<file path="config.mk">
export PLATFORM = sky130hd
export DESIGN_NAME = tcw_addr
export DESIGN_NICKNAME = d
export VERILOG_FILES = /design/src/sv/tcw_addr.sv
export SDC_FILE = /design/constraint.sdc
export NUM_CORES = 1
export LEC_CHECK = 0
export BUFFER_PORTS_ARGS = -buffer_cell sky130_fd_sc_hd__buf_2
export CAP_MARGIN = 20
export CORE_MARGIN = 1
export CORE_UTILIZATION = 45
export DETAILED_ROUTE_END_ITERATION = 10
export GPL_ROUTABILITY_DRIVEN = 0
export GPL_TIMING_DRIVEN = 0
export PLACE_DENSITY = 0.82
export SLEW_MARGIN = 20
export SYNTH_ARGS = -nofsm -noshare
export SYNTH_HDL_FRONTEND = slang
export SYNTH_SLANG_ARGS = --single-unit
</file>
<file path="constraint.sdc">
create_clock -name vclk -period 9.66
set_clock_uncertainty 0.05 [all_clocks]
set_input_delay 1.449 -clock vclk [all_inputs]
set_output_delay 1.449 -clock vclk [all_outputs]
set_load 0.005 [all_outputs]
</file>
<file path="src/sv/tcw_addr.sv">
// ----------------------------------------------------------------------------
// tcw_addr
// maps a screen row and column to a ram address through the row ring
// ----------------------------------------------------------------------------
module tcw_addr #(
    parameter int COLUMNS = 80,
    parameter int ROWS    = 25
) (
    input  logic [$clog2(ROWS)-1:0]         i_row,
    input  logic [$clog2(COLUMNS)-1:0]      i_col,
    input  logic [$clog2(ROWS)-1:0]         i_top,
    output logic [$clog2(ROWS*COLUMNS)-1:0] o_addr
);

    localparam int ROW_W  = $clog2(ROWS);
    localparam int SUM_W  = ROW_W + 1;
    localparam int ADDR_W = $clog2(ROWS * COLUMNS);

    logic [SUM_W-1:0] sum;
    logic [SUM_W-1:0] phys;

    assign sum  = {1'b0, i_row} + {1'b0, i_top};
    assign phys = (sum >= SUM_W'(ROWS)) ? (sum - SUM_W'(ROWS)) : sum;

    assign o_addr = ADDR_W'(phys) * ADDR_W'(COLUMNS) + ADDR_W'(i_col);

endmodule

</file>
==> results_dict.tcl <==
set metrics [dict create \
    fin_crit_ns 7.05 \
    cts_setup_buffers 0 \
    synth_top_area_cell "ha_1" \
    critPathLaunchType "input port" \
    switchingPower_uw 86.4 \
    syn_avg_cell_area_um2 8.63 \
    synthAdderAreaFrac 0.372 \
    num_vias 686 \
    layout-drive-gt1-share 0.349 \
    nFillCells 148 \
    cellPowerDensity_nw_per_um2 200 \
    fp.dieH_um 42.4 \
    finalWorstSetupSlack_ns 2.61 \
    synth_compound_area_frac 0.225 \
    drc 0 \
    portBuffers 24 \
    grt_pass1_wl_um 2340 \
    synth_mux_area_frac 0.0427 \
    synth_top_family_by_area "adder cells" \
    grt_pass1_vias 632 \
    synth_fp_nets 122 \
    outcome "finished, final reports clean" \
    synth_top_cell_area_share 0.290 \
    drtIter0Drc 1 \
    grt_overflow 0 \
    ys_top_cells_by_count "17 x ha_1, 7 x xnor2_1, 6 x inv_1" \
    drtPass1Iterations 2 \
    initial_core_util 0.487 \
    synthDistinctLibCells 29 \
    multi_input_area_um2 681 \
    dp_hpwl_um 1230 \
    ir_worst_vdd_v 0.000184 \
    clkPwrFrac 0 \
    fin_nets 148 \
    leakagePower_uw 0.000455 \
    register_area_um2 0 \
    antenna_found_initial 0 \
    whs_ns 3.01 \
    cp_max_fo 3 \
    ys_warn_count 0 \
    cts_resized 0 \
    wl_per_cell_um 10.9 \
    hold_buffers 0 \
    synthCells 85 \
    finalMaxSlewViolations 0 \
    row_count 14 \
    sequentialPowerShare 0 \
    path_class "in -> out" \
    max-slew-margin-rel 0.664 \
    rsz0062_at_grt "no" \
    cp.arrival_ns 5.55 \
    nClkBuffers 0 \
    setup_violations 0 \
    p_int_uw 88.0 \
    ys_top_cells_by_area "ha_1 29%, xnor2_1 8.4%, fa_1 8.2%" \
    finalWirelength_um 1370 \
    syn_to_final_growth_pct 19.1 \
    seq_cells 0 \
    hold_viol 0 \
    finalCritPeriodShare 0.729 \
    synth-xor-area-share 0.119 \
    core_area_um2 1510 \
    swShare 0.495 \
    drt.antenna.violating_nets 0 \
    endpoint_kind "output pin" \
    viasPerCell 5.49 \
    tns_ns 0 \
    die_x_um 42.4 \
    yosysSeqAreaShare 0 \
    drv_cap 0 \
    synth.most_common_cell "ha_1" \
    boundaryPins 28 \
    netlist_area_um2 733 \
    crit_required_ns 8.16 \
    max_freq_mhz 142 \
    dp_slack_ns 2.61 \
    track_usage 0.154 \
    antennaDiodeCount 0 \
    dieArea_um2 1790 \
    grt_max_degree 8 \
    worst_pin_slew_ns 0.500 \
    worstHoldPathType "in -> out" \
    combPwrFrac 1.000 \
    yosys.area_share.simple 0.169 \
]
## cell families after synthesis
group | count (synthesis)
AO/OA/AOI/OAI | 20
adder cells (fa/ha/maj) | 20
XOR/XNOR | 10
multiplexers | 3
AND/OR/NAND/NOR | 22
buffers and inverters | 10
## cell usage in the layout (no fill, tap or decap), drive strengths merged, types with 2 or more instances in the layout
master	instances
buf	28
ha	17
xnor2	7
inv	6
or2	4
nand3	4
a21oi	4
a21o	4
nor2	4
nand2	3
xor2	3
fa	3
a211oi	3
o21ai	2
or3	2
o221ai	2
mux2i	2
o2111ai	2
## routing by layer
metal  vias up  part of all wire  global-route usage
met5         -                 0                   0
met4         0                 0                   0
met3         0             0.031                   0
met2        15              0.53               0.314
met1       314              0.44               0.189
li1        357                 -                   -
## path summary, 6_finish.rpt
path,startpoint,endpoint,depth (start not counted)
setup / recovery,i_row[0],o_addr[10],18
hold / removal,i_col[3],o_addr[3],2
## power groups by stage
stage	clock (µW)	sequential, µW	combinational [µW]
4_1_cts	0	0	176
3_5_place_dp	0	0	174
2_1_floorplan	0	0	123
5_1_grt	0	0	195
3_3_place_gp	0	0	168
6_report	0	0	174
## layout make-up
type,count,share of cell area
buffer,4,0.0344
inverter,6,0.0258
tap,16,0.0229
timing repair buffer,24,0.138
multi-input combinational,75,0.779
## stage by stage
step	util	cells	instance area (µm²)	total power [µW]
2_1_floorplan	-	85	733	123
3_3_place_gp	0.580	125	873	168
3_5_place_dp	0.580	125	873	174
4_1_cts	0.580	125	873	176
5_1_grt	0.580	125	873	195
6_report	0.580	125	873	174
## worst max-delay path: stages
cell and delay [ns]:
buf_2 0.10, ha_1 0.23, fa_1 0.54, inv_1 0.09
ha_1 0.22, and2b_1 0.21, nand2_1 0.10, a31oi_4 0.27
mux2_1 0.38, ha_1 0.28, ha_1 0.22, fa_1 0.38
xor2_1 0.26, o2111ai_1 0.19, xor2_1 0.19, xnor2_1 0.18
xnor2_1 0.13, buf_2 0.13
Power figures use the tool's default switching activity.
